**src/sv/n2a_pkg.sv**
```systemverilog
// shared types, constants and character tables of the number to ascii formatter
package n2a_pkg;

    // stream widths
    localparam int IN_TDATA_W  = 72;
    localparam int OUT_TDATA_W = 16;
    localparam int VALUE_W     = 64;
    localparam int OPCODE_W    = 2;
    localparam int CHAR_W      = 8;
    localparam int TOTAL_W     = 5;
    localparam int DEC_W       = 32;
    localparam int BCD_DIGITS  = 10;
    localparam int BCD_W       = BCD_DIGITS * 4;
    localparam int NIB_IDX_W   = 4;
    localparam int STEP_W      = $clog2(DEC_W);

    // request queue between front and back
    localparam int QUEUE_DEPTH = 2;
    localparam int QPTR_W      = (QUEUE_DEPTH > 1) ? $clog2(QUEUE_DEPTH) : 1;
    localparam int QCNT_W      = $clog2(QUEUE_DEPTH + 1);

    // opcodes on the input stream
    localparam logic [OPCODE_W-1:0] OP_DEC  = 2'd0;
    localparam logic [OPCODE_W-1:0] OP_HEX  = 2'd1;
    localparam logic [OPCODE_W-1:0] OP_PTR  = 2'd2;
    localparam logic [OPCODE_W-1:0] OP_RESV = 2'd3;

    // fixed characters
    localparam logic [CHAR_W-1:0] CHAR_ZERO = 8'h30;
    localparam logic [CHAR_W-1:0] CHAR_X    = 8'h78;
    localparam logic [TOTAL_W-1:0] NIL_LEN  = 5'd5;

    localparam logic [CHAR_W-1:0] DIGIT_SET [16] = '{
        8'h30, 8'h31, 8'h32, 8'h33, 8'h34, 8'h35, 8'h36, 8'h37,
        8'h38, 8'h39, 8'h61, 8'h62, 8'h63, 8'h64, 8'h65, 8'h66
    };

    localparam logic [CHAR_W-1:0] NIL_TEXT [8] = '{
        8'h28, 8'h6e, 8'h69, 8'h6c, 8'h29, 8'h00, 8'h00, 8'h00
    };

    // what the back end has to do with a request
    typedef enum logic [1:0] {
        KIND_DEC,
        KIND_HEX,
        KIND_PTR,
        KIND_NIL
    } kind_t;

    typedef struct packed {
        kind_t              kind;
        logic [VALUE_W-1:0] value;
    } req_t;

    // front to queue
    typedef struct packed {
        logic push;
        req_t req;
    } push_t;

    // queue to back
    typedef struct packed {
        logic valid;
        req_t req;
    } qhead_t;

    // back end sequencer states
    typedef enum logic [2:0] {
        BK_IDLE,
        BK_DABBLE,
        BK_PREFIX,
        BK_NIL,
        BK_DIGITS
    } back_state_t;

endpackage

```
**src/sv/n2a_front.sv**
```systemverilog
// input side: accepts requests, drops the unused opcode and classifies the rest
module n2a_front (
    input  logic                            s_axis_tvalid,
    output logic                            s_axis_tready,
    input  logic [n2a_pkg::IN_TDATA_W-1:0]  s_axis_tdata,
    input  logic                            q_full,
    output n2a_pkg::push_t                  push
);
    import n2a_pkg::*;

    logic [OPCODE_W-1:0] opcode;
    logic [VALUE_W-1:0]  value;
    kind_t               kind;

    // field extraction
    assign opcode = s_axis_tdata[OPCODE_W-1:0];
    assign value  = s_axis_tdata[OPCODE_W +: VALUE_W];

    // accept whenever the queue has room
    assign s_axis_tready = !q_full;

    // classify the request
    always_comb
    begin
        unique case (opcode)
            OP_DEC:  kind = KIND_DEC;
            OP_HEX:  kind = KIND_HEX;
            OP_PTR:  kind = (value == '0) ? KIND_NIL : KIND_PTR;
            default: kind = KIND_DEC;
        endcase
    end

    // push accepted requests, the unused opcode produces nothing
    always_comb
    begin
        push.push      = s_axis_tvalid && s_axis_tready && (opcode != OP_RESV);
        push.req.kind  = kind;
        push.req.value = value;
    end

endmodule

```
**src/sv/n2a_queue.sv**
```systemverilog
// short request queue decoupling the front from the back end
module n2a_queue (
    input  logic           clk,
    input  logic           rst_n,
    input  n2a_pkg::push_t push,
    input  logic           pop,
    output logic           full,
    output n2a_pkg::qhead_t head
);
    import n2a_pkg::*;

    req_t              mem [QUEUE_DEPTH];
    logic [QPTR_W-1:0] wr_ptr_reg;
    logic [QPTR_W-1:0] rd_ptr_reg;
    logic [QCNT_W-1:0] count_reg;
    logic              do_push;
    logic              do_pop;

    assign full     = (count_reg == QCNT_W'(QUEUE_DEPTH));
    assign do_push  = push.push && !full;
    assign do_pop   = pop && (count_reg != '0);

    assign head.valid = (count_reg != '0);
    assign head.req   = mem[rd_ptr_reg];

    // pointer and fill count
    always_ff @(posedge clk or negedge rst_n)
    begin
        if (!rst_n)
        begin
            wr_ptr_reg <= '0;
            rd_ptr_reg <= '0;
            count_reg  <= '0;
        end
        else
        begin
            if (do_push)
            begin
                wr_ptr_reg <= (wr_ptr_reg == QPTR_W'(QUEUE_DEPTH - 1)) ? '0 : wr_ptr_reg + 1'b1;
            end
            if (do_pop)
            begin
                rd_ptr_reg <= (rd_ptr_reg == QPTR_W'(QUEUE_DEPTH - 1)) ? '0 : rd_ptr_reg + 1'b1;
            end
            if (do_push && !do_pop)
            begin
                count_reg <= count_reg + 1'b1;
            end
            else if (do_pop && !do_push)
            begin
                count_reg <= count_reg - 1'b1;
            end
        end
    end

    // entry storage
    always_ff @(posedge clk)
    begin
        if (do_push)
        begin
            mem[wr_ptr_reg] <= push.req;
        end
    end

endmodule

```
**src/sv/n2a_back.sv**
```systemverilog
// back end: decimal conversion, digit scan, "0x" prefix, "(nil)" text and character output register
module n2a_back (
    input  logic                            clk,
    input  logic                            rst_n,
    input  n2a_pkg::qhead_t                 head,
    output logic                            pop,
    output logic                            m_axis_tvalid,
    input  logic                            m_axis_tready,
    output logic [n2a_pkg::OUT_TDATA_W-1:0] m_axis_tdata,
    output logic                            m_axis_tlast
);
    import n2a_pkg::*;

    back_state_t           state_reg;
    back_state_t           state_next;
    logic [VALUE_W-1:0]    digits_reg;
    logic [DEC_W-1:0]      bin_reg;
    logic [STEP_W-1:0]     step_reg;
    logic [NIB_IDX_W-1:0]  idx_reg;
    logic [TOTAL_W-1:0]    chars_reg;
    logic                  started_reg;

    logic                  out_valid_reg;
    logic [CHAR_W-1:0]     out_char_reg;
    logic                  out_last_reg;
    logic [TOTAL_W-1:0]    out_total_reg;

    logic                  slot_free;
    logic                  emit;
    logic                  skip;
    logic [CHAR_W-1:0]     emit_char;
    logic                  emit_last;
    logic [3:0]            nib;
    logic [BCD_W-1:0]      bcd_adj;
    logic [BCD_W-1:0]      bcd_next;

    assign slot_free = !out_valid_reg || m_axis_tready;
    assign nib       = digits_reg[{idx_reg, 2'b00} +: 4];

    // one double dabble step: add three to large digits, then shift in a bit
    always_comb
    begin
        for (int i = 0; i < BCD_DIGITS; i++)
        begin
            bcd_adj[i*4 +: 4] = (digits_reg[i*4 +: 4] >= 4'd5) ?
                                digits_reg[i*4 +: 4] + 4'd3 : digits_reg[i*4 +: 4];
        end
        bcd_next = {bcd_adj[BCD_W-2:0], bin_reg[DEC_W-1]};
    end

    // next state
    always_comb
    begin
        state_next = state_reg;
        unique case (state_reg)
            BK_IDLE:
            begin
                if (head.valid)
                begin
                    unique case (head.req.kind)
                        KIND_DEC: state_next = BK_DABBLE;
                        KIND_HEX: state_next = BK_DIGITS;
                        KIND_PTR: state_next = BK_PREFIX;
                        KIND_NIL: state_next = BK_NIL;
                    endcase
                end
            end
            BK_DABBLE:
            begin
                if (step_reg == STEP_W'(DEC_W - 1))
                begin
                    state_next = BK_DIGITS;
                end
            end
            BK_PREFIX:
            begin
                if (emit && idx_reg[0])
                begin
                    state_next = BK_DIGITS;
                end
            end
            BK_NIL:
            begin
                if (emit && (idx_reg == NIB_IDX_W'(NIL_LEN - 1'b1)))
                begin
                    state_next = BK_IDLE;
                end
            end
            BK_DIGITS:
            begin
                if ((emit || skip) && (idx_reg == '0))
                begin
                    state_next = BK_IDLE;
                end
            end
            default: state_next = BK_IDLE;
        endcase
    end

    // sequencer outputs
    always_comb
    begin
        pop       = 1'b0;
        emit      = 1'b0;
        skip      = 1'b0;
        emit_char = CHAR_ZERO;
        emit_last = 1'b0;
        unique case (state_reg)
            BK_IDLE:
            begin
                pop = head.valid;
            end
            BK_DABBLE:
            begin
            end
            BK_PREFIX:
            begin
                emit      = slot_free;
                emit_char = idx_reg[0] ? CHAR_X : CHAR_ZERO;
            end
            BK_NIL:
            begin
                emit      = slot_free;
                emit_char = NIL_TEXT[idx_reg[2:0]];
                emit_last = (idx_reg == NIB_IDX_W'(NIL_LEN - 1'b1));
            end
            BK_DIGITS:
            begin
                // leading zeros are passed over, the units digit always prints
                skip      = (nib == 4'd0) && !started_reg && (idx_reg != '0);
                emit      = !skip && slot_free;
                emit_char = DIGIT_SET[nib];
                emit_last = (idx_reg == '0);
            end
            default:
            begin
            end
        endcase
    end

    // control registers
    always_ff @(posedge clk or negedge rst_n)
    begin
        if (!rst_n)
        begin
            state_reg     <= BK_IDLE;
            out_valid_reg <= 1'b0;
        end
        else
        begin
            state_reg <= state_next;
            if (emit)
            begin
                out_valid_reg <= 1'b1;
            end
            else if (m_axis_tready)
            begin
                out_valid_reg <= 1'b0;
            end
        end
    end

    // working registers
    always_ff @(posedge clk)
    begin
        unique case (state_reg)
            BK_IDLE:
            begin
                if (head.valid)
                begin
                    digits_reg  <= (head.req.kind == KIND_DEC) ? '0 : head.req.value;
                    bin_reg     <= head.req.value[DEC_W-1:0];
                    idx_reg     <= (head.req.kind == KIND_HEX) ? '1 : '0;
                    step_reg    <= '0;
                    chars_reg   <= '0;
                    started_reg <= 1'b0;
                end
            end
            BK_DABBLE:
            begin
                digits_reg <= {{(VALUE_W - BCD_W){1'b0}}, bcd_next};
                bin_reg    <= {bin_reg[DEC_W-2:0], 1'b0};
                step_reg   <= step_reg + 1'b1;
                idx_reg    <= NIB_IDX_W'(BCD_DIGITS - 1);
            end
            BK_PREFIX:
            begin
                if (emit)
                begin
                    chars_reg <= chars_reg + 1'b1;
                    idx_reg   <= idx_reg[0] ? '1 : idx_reg + 1'b1;
                end
            end
            BK_NIL:
            begin
                if (emit)
                begin
                    chars_reg <= chars_reg + 1'b1;
                    idx_reg   <= idx_reg + 1'b1;
                end
            end
            BK_DIGITS:
            begin
                if (skip)
                begin
                    idx_reg <= idx_reg - 1'b1;
                end
                else if (emit)
                begin
                    chars_reg   <= chars_reg + 1'b1;
                    started_reg <= 1'b1;
                    idx_reg     <= idx_reg - 1'b1;
                end
            end
            default:
            begin
            end
        endcase

        // output holding register
        if (emit)
        begin
            out_char_reg  <= emit_char;
            out_last_reg  <= emit_last;
            out_total_reg <= emit_last ? chars_reg + 1'b1 : '0;
        end
    end

    assign m_axis_tvalid = out_valid_reg;
    assign m_axis_tlast  = out_last_reg;
    assign m_axis_tdata  = {{(OUT_TDATA_W - CHAR_W - TOTAL_W){1'b0}}, out_total_reg, out_char_reg};

endmodule

```
**src/sv/number_to_ascii_formatter_unit.sv**
```systemverilog
// top level of the number to ascii formatter
//
// requests arrive on the s_axis stream: opcode 0 prints the low 32 bits of
// the value as unsigned decimal, 1 prints lowercase hex with no leading
// zeros, 2 prints "0x" and the hex digits, or "(nil)" for zero; opcode 3 is
// dropped without output. characters leave on the m_axis stream, most
// significant first, one per transfer, tlast on the final one, which also
// carries the character count.
// a two-entry queue sits between the input side and the back end, so new
// requests are accepted while an earlier one is still being printed.
// per request the back end loads it, runs double dabble on the low 32 bits
// in decimal mode, then scans the digits one by one (10 in decimal, 16 in
// hex, leading zeros included), each printed digit waiting for a free
// output register. with the back end idle, a request passes the queue and
// the load before its first character enters the output register; each
// leading zero nibble delays the first hex character further.
// reset empties the queue and the output register; a stalled receiver holds
// the current character and the back end waits, then the queue fills and
// s_axis_tready drops.
module number_to_ascii_formatter_unit (
    input  logic                            clk,
    input  logic                            rst_n,
    input  logic                            s_axis_tvalid,
    output logic                            s_axis_tready,
    // opcode [1:0], value [65:2], zero fill [71:66]
    input  logic [n2a_pkg::IN_TDATA_W-1:0]  s_axis_tdata,
    output logic                            m_axis_tvalid,
    input  logic                            m_axis_tready,
    // char_code [7:0], total_chars [12:8], zero fill [15:13]
    output logic [n2a_pkg::OUT_TDATA_W-1:0] m_axis_tdata,
    output logic                            m_axis_tlast
);
    import n2a_pkg::*;

    push_t  push;
    qhead_t head;
    logic   q_full;
    logic   pop;

    // input side
    n2a_front u_front (
        .s_axis_tvalid (s_axis_tvalid),
        .s_axis_tready (s_axis_tready),
        .s_axis_tdata  (s_axis_tdata),
        .q_full        (q_full),
        .push          (push)
    );

    // request queue
    n2a_queue u_queue (
        .clk   (clk),
        .rst_n (rst_n),
        .push  (push),
        .pop   (pop),
        .full  (q_full),
        .head  (head)
    );

    // conversion and output
    n2a_back u_back (
        .clk           (clk),
        .rst_n         (rst_n),
        .head          (head),
        .pop           (pop),
        .m_axis_tvalid (m_axis_tvalid),
        .m_axis_tready (m_axis_tready),
        .m_axis_tdata  (m_axis_tdata),
        .m_axis_tlast  (m_axis_tlast)
    );

endmodule
```
**config.mk**
```make
export PLATFORM = sky130hd
export DESIGN_NAME = number_to_ascii_formatter_unit
export DESIGN_NICKNAME = d
export VERILOG_FILES = /design/src/sv/n2a_pkg.sv /design/src/sv/n2a_front.sv /design/src/sv/n2a_queue.sv /design/src/sv/n2a_back.sv /design/src/sv/number_to_ascii_formatter_unit.sv
export SDC_FILE = /design/constraint.sdc
export NUM_CORES = 1
export LEC_CHECK = 0
export BUFFER_PORTS_ARGS = -buffer_cell sky130_fd_sc_hd__buf_2
export CAP_MARGIN = 20
export CORE_MARGIN = 3
export CORE_UTILIZATION = 40
export DETAILED_ROUTE_END_ITERATION = 7
export PLACE_DENSITY_LB_ADDON = 0.05
export SETUP_SLACK_MARGIN = 0.4
export SLEW_MARGIN = 20
export SYNTH_ARGS = -nofsm -noshare
export SYNTH_HDL_FRONTEND = slang
export SYNTH_HIERARCHICAL = 1
export SYNTH_SLANG_ARGS = --single-unit
```
**constraint.sdc**
```tcl
create_clock -name clk -period 5 [get_ports clk]
set_input_delay 1 -clock clk [delete_from_list [all_inputs] [get_ports clk]]
set_output_delay 1 -clock clk [all_outputs]
set_load 0.005 [all_outputs]
```
==> flow_summary.ini, run 1 <==
[sta]
fin_crit_ns = 4.02
fmax_mhz = 249
rsz0062_at_grt = false
setup_tns_ns = 0
slew_headroom_pct = 27.8
finalCritPeriodShare_pct = 80.4
hold_viol = 0
clock_skew_ns = 0.00996
fin_ws_ns = 0.981
drv_slew = 0
max_slew.worst_pin.slew_ns = 1.08
setup_viol = 0

[finish]
largest_reg_flops = 132
syn2layout_area_growth_pct = 11.7
final_cells = 1536
fillerInstances = 3005
final_cell_mix = 256 x edfxtp_1, 115 x nand2_1, 84 x buf_2
multi_input_area_mm2 = 0.00467
post_route_cells_drive_above_1_share_pct = 22.8
mostFrequentLayoutCell = edfxtp_1
num_antenna_cells = 0
nets = 1186
regArea_mm2 = 0.00789

[logic_synthesis]
synth_area_mm2 = 0.0134
synth_mux_area_share_pct = 9.66
syn_inst = 1047
yosysSeqAreaShare_pct = 58.8
synth.distinct_cells = 60
synth_xor_area_share_pct = 2.02
async_flop_share_pct = 3.03
ys.flop_type = edfxtp_1
synth.ff_latch_count = 264
synthSimpleGateAreaFrac_pct = 12.3
yosysWarnings = 6
synth_edf_count = 256
syn_area_per_cell_um2 = 12.8
synth_fa_ha_area_share_pct = 3.82
synth_compound_area_share_pct = 6.71
synth_top_family_by_area = simple AND/OR/NAND/NOR gates

[clocking]
clk_path_buf_depth = 3
htreeDepth = 1
cts.reportedPaths.clkPinSlew_ns = 0.06
cts_buffers = 31
clock_latency_ns = 0.57
cts-root-buf = clkbuf_16
cts.sinks = 264
cts_tree = built

[place]
dp_slack_ns = 0.551
gp_congestion = 0.788
io_buffers = 84
dp.cells = 1476
place.detailed.hpwl_mm = 18.4

[power]
fin_total_pwr_mw = 10.5
max-vdd-ir-drop_uv = 300
powerDensity_mw_per_mm2 = 700
p_leak_nw = 5.64

[die]
initial_core_util_pct = 40.9
dieWidth_um = 189
num_rows = 66
fp.dieH_um = 189
top_level_ports = 95
die-area_mm2 = 0.0358
coreArea_mm2 = 0.0328

[route]
via_count = 7688
wl_per_cell_um = 17.9
drc = 0
drt-initial-drc-count = 398
drt.antenna.violating_nets = 0
dr.pass1.iters = 4
via_per_inst = 5.01
routed_wl_mm = 27.5

[global_routing]
grt_start_max_net_pins = 97
grt_util_all_layers_pct = 15.4
grt_pass1_wl_mm = 43.8
grt_pass1_vias = 7614
antenna_found_initial = 1
gr-total-overflow = 0

[worst_setup_path]
crit_family = compound AO/OA/AOI/OAI gates
crit_slowest_cell = edfxtp_1
critPathCaptureType = flop
cp_data_arrival_time_ns = 4.23
crit_buf_inv = 1
worstPathRequired_ns = 5.21
path_cells = buf_4 > mux4_2 > a221oi_1 > ha_1 > nand2b_1 > o41ai_2 > a211oi_1 > a211oi_1
worstSetupStartpointType = flop
reg2reg_slack_ns = 0.98
crit_type = flop to flop
critPathMaxStageDelay_ns = 0.73
crit_path_frequent_cell = a211oi_1
cp_max_fo = 14

[hold_path]
hp-class = primary input to asynchronous set/reset pin

[flow_run]
maxCapViolCount = 0

[outcome]
outcome = finished clean
kinds of logic (layout without fill, tap and decap cells):
| family | count (synthesis) | count (layout) |
|---|---|---|
| other | 1 | 4 |
| buffers and inverters | 159 | 203 |
| AO/OA/AOI/OAI | 145 | 145 |
| AND/OR/NAND/NOR | 316 | 316 |
| adder cells (fa/ha/maj) | 41 | 41 |
| multiplexers | 90 | 90 |
| flip-flops | 264 | 264 |
| XOR/XNOR | 31 | 31 |
cell usage after synthesis (all sizes together), types with 3 or more instances:
library cell / n / area (um^2)
mux4: 14 / 338
o211ai: 10 / 85.1
o21ai: 51 / 263
nor2b: 7 / 43.8
a211oi: 3 / 22.5
buf: 87 / 627
nand2: 117 / 442
nor3: 3 / 15.0
mux2i: 8 / 80.1
o21a: 3 / 22.5
nand4: 3 / 18.8
xor2: 15 / 131
inv: 41 / 154
clkbuf: 30 / 113
nand2b: 17 / 106
nor2: 40 / 150
and2: 29 / 181
nand3b: 39 / 293
mux2: 68 / 878
o31ai: 12 / 90.1
xnor2: 16 / 140
dfrtp: 8 / 200
ha: 41 / 513
nand3: 20 / 100
nor3b: 13 / 97.6
a22oi: 3 / 22.5
edfxtp: 256 / 7690
a21oi: 46 / 230
nor4: 21 / 150
layer usage:
layer | global-route usage, % | wire, um | vias to the layer above
met1 | 23.1 | 13900 | 3709
met2 | 23.2 | 11700 | 125
met4 | 4.10 | 690 | 2
met3 | 2.52 | 1080 | 46
li1 | - | - | 3806
met5 | 0 | 13 | -
through the flow:
step	utilization, %	area [um^2]	hold slack (ns)
CTS	45.6	15000	0.246
global placement	42.2	13800	0.482
finish	45.7	15000	0.271
detailed placement	42.2	13800	0.484
floorplan	-	13400	0.456
global route	45.7	15000	0.265
power breakdown:
group          internal [mW]  switching [mW]
Sequential              3.62           0.542
Clock                   1.50           0.913
Combinational           1.66            2.25
Total                   6.78            3.71
repair_timing:
action                                 in CTS  in global routing
endpoints found under the hold margin       0                  0
resized for setup                           0                  0
setup endpoints to repair                   0                 12
setup buffers                               0                  2
hold buffers                                0                  0
area by class of cell:
cell class / instances / share of cell area [%]
inverters: 42 / 1.05
flip-flops and latches: 264 / 52.6
repair buffers: 103 / 4.09
multi-input cells: 627 / 31.2
clock inverters: 25 / 2.15
clock buffers: 33 / 5.22
well taps: 442 / 3.69
path summary, 6_finish.rpt:
check / to / depth (start not counted) / start
worst max-delay path: u_back/idx_reg[2] / 8 / u_back/idx_reg[1]
worst min-delay path: u_queue/count_reg[0] / 1 / rst_n
worst max register to register: u_back/idx_reg[2] / 8 / u_back/idx_reg[1]
worst min register to register: u_back/bin_reg[14] / 2 / u_back/bin_reg[13]
max in group asynchronous: u_queue/rd_ptr_reg / 1 / rst_n
min in group clk: u_back/bin_reg[14] / 2 / u_back/bin_reg[13]
(Power assumes the default switching activity.)
==> inputs of run 2 (changes only) <==
clock period = 3.4 ns   (was 5 ns; I/O delays follow)
==> run 2 against run 1 <==
Power grew 50%. Die area stayed put. First-iteration DRC count grew 29%. Core utilization rose by 0.82 points. Critical endpoint is now u_back/out_char_reg[2]. Largest cell class unchanged.
==> flow_summary.ini, run 2 (same netlist as run 1, synthesis figures left out) <==
[clocking]
cts-root-buf = clkbuf_16
cts_tree = built
htreeDepth = 1
cts.sinks = 264
cts.reportedPaths.clkPinSlew_ns = 0.06
clock_latency_ns = 0.57
clk_path_buf_depth = 3
cts_buffers = 31

[worst_setup_path]
path_cells = buf_6 > mux4_2 > a22o_1 > a221oi_4 > ha_4 > nand2b_4 > o41a_4 > o21ai_4 > buf_4 > a21oi_4
critPathCaptureType = flop
worstPathRequired_ns = 3.68
crit_type = flop to flop
startpoint = u_back/idx_reg[0]
cp.depth = 10
critPathMaxStageDelay_ns = 0.51
crit_buf_inv = 2
reg2reg_slack_ns = 0.43
crit_slowest_cell = mux4_2
reg2reg_from = u_back/idx_reg[0]
worstSetupStartpointType = flop
cp_max_fo = 7
crit_family = compound AO/OA/AOI/OAI gates
ff2ff_path_depth = 10
r2r_end = u_back/out_char_reg[2]
crit_path_end = u_back/out_char_reg[2]
cp_data_arrival_time_ns = 3.25

[route]
drc = 0
routed_wl_mm = 28.3
dr.pass1.iters = 5
via_per_inst = 5.07
drt.antenna.violating_nets = 0
drt-initial-drc-count = 513
via_count = 7905
wl_per_cell_um = 18.1

[global_routing]
antenna_found_initial = 1
gr-total-overflow = 0
grt_pass1_wl_mm = 44.8
grt_util_all_layers_pct = 15.8
grt_start_max_net_pins = 114
grt_pass1_vias = 7838

[sta]
finalCritPeriodShare_pct = 87.4
fmax_mhz = 336
setup_tns_ns = 0
slew_headroom_pct = 44.9
hold_viol = 0
drv_slew = 0
clock_skew_ns = 0.0111
max_slew.worst_pin.slew_ns = 0.825
setup_viol = 0
fin_crit_ns = 2.97
holdWs_ns = 0.317
rsz0062_at_grt = true

[die]
num_rows = 66
top_level_ports = 95
die-area_mm2 = 0.0358
fp.dieH_um = 189
dieWidth_um = 189
coreArea_mm2 = 0.0328
initial_core_util_pct = 40.9

[place]
io_buffers = 84
place.detailed.hpwl_mm = 18.7
gp_congestion = 0.763

[flow_run]
maxCapViolCount = 0

[finish]
post_route_cells_drive_above_1_share_pct = 24.9
mostFrequentLayoutCell = edfxtp_1
utilization_pct = 46.6
largest_reg_flops = 132
fillerInstances = 2979
final_cell_mix = 256 x edfxtp_1, 114 x nand2_1, 84 x buf_2
num_antenna_cells = 0
syn2layout_area_growth_pct = 13.7
nets = 1209

[hold_path]
hp-class = primary input to flop
holdPathStages = 1

[outcome]
outcome = finished clean

[power]
powerDensity_mw_per_mm2 = 1030
p_leak_nw = 5.73
max-vdd-ir-drop_uv = 473
==> run 2: final cells by class <==
class / instances / area [um^2] / share of cell area (%)
clock buffers: 36 / 795 / 5.21
multi-input cells: 628 / 4820 / 31.6
repair buffers: 125 / 847 / 5.55
flip-flops and latches: 264 / 7890 / 51.7
clock inverters: 22 / 201 / 1.32
well taps: 442 / 553 / 3.62
inverters: 42 / 158 / 1.03
==> run 2: per-layer routing <==
layer  up-vias  global-route usage (%)  wire [um]
li1       3848                       -          -
met1      3867                    23.7      13900
met2       152                    24.3      12600
met3        38                    2.37       1210
met4         0                    4.01        608
met5         -                       0          0
==> run 2: worst min-delay path by stage <==
| stage | start | endpoint | slack [ns] |
|---|---|---|---|
| 6_report | s_axis_tdata[60] | u_queue/mem[0][58] | 0.32 |
| 5_1_grt | s_axis_tdata[31] | u_queue/mem[0][29] | 0.29 |
| 4_1_cts | s_axis_tdata[6] | u_queue/mem[1][4] | 0.28 |
| 3_5_place_dp | u_queue/count_reg[1] | u_queue/count_reg[1] | 0.48 |
| 3_3_place_gp | u_queue/count_reg[1] | u_queue/count_reg[1] | 0.48 |
| 2_1_floorplan | rst_n | u_back/m_axis_tvalid | 0.38 |
==> run 2: per-stage QoR <==
step	worst slack, ns	cells	cell area, um^2	power, mW
finish	0.428	1559	15300	15.7
global route	0.337	1559	15300	16.9
CTS	0.367	1558	15200	15.8
detailed placement	0.0852	1488	14100	12.3
global placement	0.0995	1488	14100	12.2
floorplan	0.403	1050	13500	10.4
==> run 2: repair_timing <==
item	CTS	global route
cloned	1	0
gates resized for setup	6	8
buffers inserted	10	1
hold buffers	1	0
hold endpoints to repair	8	0
endpoints found under the setup margin	29	28
pin swaps	7	4
==> run 2: report_power, final <==
| part | internal [mW] | leakage [nW] | switching (mW) | total, mW |
|---|---|---|---|---|
| Combinational | 2.78 | 2.73 | 3.67 | 6.45 |
| Sequential | 5.32 | 2.52 | 0.737 | 6.06 |
| Clock | 1.90 | 0.479 | 1.33 | 3.23 |
==> inputs of run 3 (changes only) <==
clock period = 2.4 ns   (was 3.4 ns; I/O delays follow)
==> run 3 against run 2 <==
The run now ends with negative setup slack left. Sequential share of layout area decreased by 3.3 points. Power increased by 55%. Final area increased by 6.7%. Routed wire length increased by 6.1%. First-iteration DRC count decreased by 5.3%. Clock skew about the same. Sequential cell count unchanged. Hold slack got worse by 0.18 ns. Non-clock buffer count increased by 81. Clock power increased by 37%. Combinational power increased by 80%. Critical path type unchanged.
==> flow_summary.ini, run 3 (same netlist as run 1, synthesis figures left out) <==
[outcome]
outcome = finished with violations
failed_checks = negative setup slack

[place]
place.detailed.hpwl_mm = 20.7
gp_congestion = 0.801
dp.cells = 1556
io_buffers = 84

[die]
top_level_ports = 95
dieWidth_um = 189
die-area_mm2 = 0.0358
initial_core_util_pct = 40.9
num_rows = 66
fp.dieH_um = 189
coreArea_mm2 = 0.0328

[global_routing]
antenna_found_initial = 0
gr-total-overflow = 0
grt_start_max_net_pins = 56
grt_pass1_wl_mm = 46.5
grt_pass1_vias = 7964
grt_util_all_layers_pct = 16.4

[finish]
final_cells = 1637
nets = 1290
num_antenna_cells = 0
largest_reg_flops = 132
post_route_cells_drive_above_1_share_pct = 33.7
mostFrequentLayoutCell = edfxtp_1
syn2layout_area_growth_pct = 21.4
final_cell_mix = 256 x edfxtp_1, 109 x nand2_1, 85 x buf_4
fillerInstances = 2921
utilization_pct = 49.7

[worst_setup_path]
reg2reg_slack_ns = -0.62
reg2reg_from = u_back/idx_reg[0]
crit_type = flop to flop
cp_data_arrival_time_ns = 3.28
worstPathRequired_ns = 2.67
ff2ff_path_depth = 10
worstSetupStartpointType = flop
startpoint = u_back/idx_reg[0]
crit_path_end = u_back/out_char_reg[0]
critPathCaptureType = flop
cp_max_fo = 7
r2r_end = u_back/out_char_reg[0]

[route]
drt.antenna.violating_nets = 0
via_per_inst = 4.98
wl_per_cell_um = 18.3
drc = 0
dr.pass1.iters = 5
via_count = 8152
routed_wl_mm = 30.0
drt-initial-drc-count = 486

[sta]
clock_skew_ns = 0.0108
fmax_mhz = 332
holdWs_ns = 0.135
slew_headroom_pct = 61.7
max_slew.worst_pin.slew_ns = 0.570
fin_ws_ns = -0.616
finalCritPeriodShare_pct = 126
rsz0062_at_grt = true
fin_crit_ns = 3.02
setup_viol = 34
hold_viol = 0
drv_slew = 0

[clocking]
clock_latency_ns = 0.55
cts-root-buf = clkbuf_16
clk_path_buf_depth = 3
cts.reportedPaths.clkPinSlew_ns = 0.06
cts_tree = built
cts.sinks = 264
cts_buffers = 30
htreeDepth = 1

[power]
max-vdd-ir-drop_uv = 698
p_leak_nw = 6.19
powerDensity_mw_per_mm2 = 1500

[flow_run]
maxCapViolCount = 0

[hold_path]
hp-class = primary input to flop
==> run 3: cell count changes in the layout (fill, tap and decap cells not counted), moves of 6 or more <==
cell | before | now
inv_1 | 40 | 33
buf_4 | 30 | 85
ha_4 | 1 | 8
nor2_1 | 39 | 33
ha_1 | 40 | 32
buf_6 | 1 | 19
==> run 3: final cells by class <==
| type | count | area, um^2 | share of cell area [%] |
|---|---|---|---|
| Timing Repair Buffer | 206 | 1610 | 9.90 |
| Multi-Input combinational cell | 629 | 5110 | 31.4 |
| Tap cell | 442 | 553 | 3.39 |
| Clock buffer | 41 | 813 | 4.99 |
| Clock inverter | 13 | 134 | 0.822 |
| Sequential cell | 264 | 7890 | 48.4 |
| Inverter | 42 | 173 | 1.06 |
==> run 3: worst min path at each step <==
stage / to / startpoint / slack, ns / cells after the start
finish: u_queue/mem[1][6] / s_axis_tdata[8] / 0.14 / 1
global route: u_queue/mem[0][32] / s_axis_tdata[34] / 0.11 / 1
CTS: u_queue/mem[0][6] / s_axis_tdata[8] / 0.10 / 1
detailed placement: u_queue/wr_ptr_reg / rst_n / 0.34 / 1
global placement: u_queue/count_reg[0] / rst_n / 0.34 / 1
floorplan: u_back/m_axis_tvalid / rst_n / 0.18 / 0
==> run 3: metrics by stage <==
stage / setup WS, ns / cell area [um^2] / setup TNS (ns) / power [mW]
5_1_grt: -0.734 / 16300 / -22.21 / 26.1
4_1_cts: -0.616 / 16000 / -17.50 / 24.1
3_5_place_dp: -0.670 / 14700 / -18.88 / 18.6
2_1_floorplan: -0.594 / 13600 / -15.92 / 15.0
6_report: -0.616 / 16300 / -17.65 / 24.4
3_3_place_gp: -0.647 / 14700 / -18.18 / 18.6
==> run 3: timing repair <==
item / in CTS / in global routing
hold buffers: 1 / 0
endpoints found under the setup margin: 42 / 117
setup buffers: 12 / 11
gates resized for setup: 65 / 42
gates cloned: 0 / 3
pin swaps: 15 / 14
hold endpoints to repair: 8 / 0
==> run 3: per-layer routing <==
metal	vias up	part of all wire, %	track usage (%)
met2	142	45	25.1
met3	31	3.8	2.11
li1	4012	-	-
met5	-	0	0
met4	0	1.4	3.01
met1	3967	50	25.3
==> run 3: where the power goes <==
part	switching [mW]	leakage [nW]	internal, mW
combinational	6.18	3.21	5.46
sequential	0.804	2.52	7.52
clock	1.78	0.464	2.67
==> run 3: worst max-delay path, stage by stage (launching register included) <==
cell and delay [ns]:
edfxtp_1 0.40, buf_12 0.14, mux4_2 0.52, a22o_4 0.28
a221oi_4 0.24, ha_4 0.20, nand2b_4 0.06, o41a_4 0.44
o21ai_4 0.20, buf_6 0.15, a21oi_4 0.09
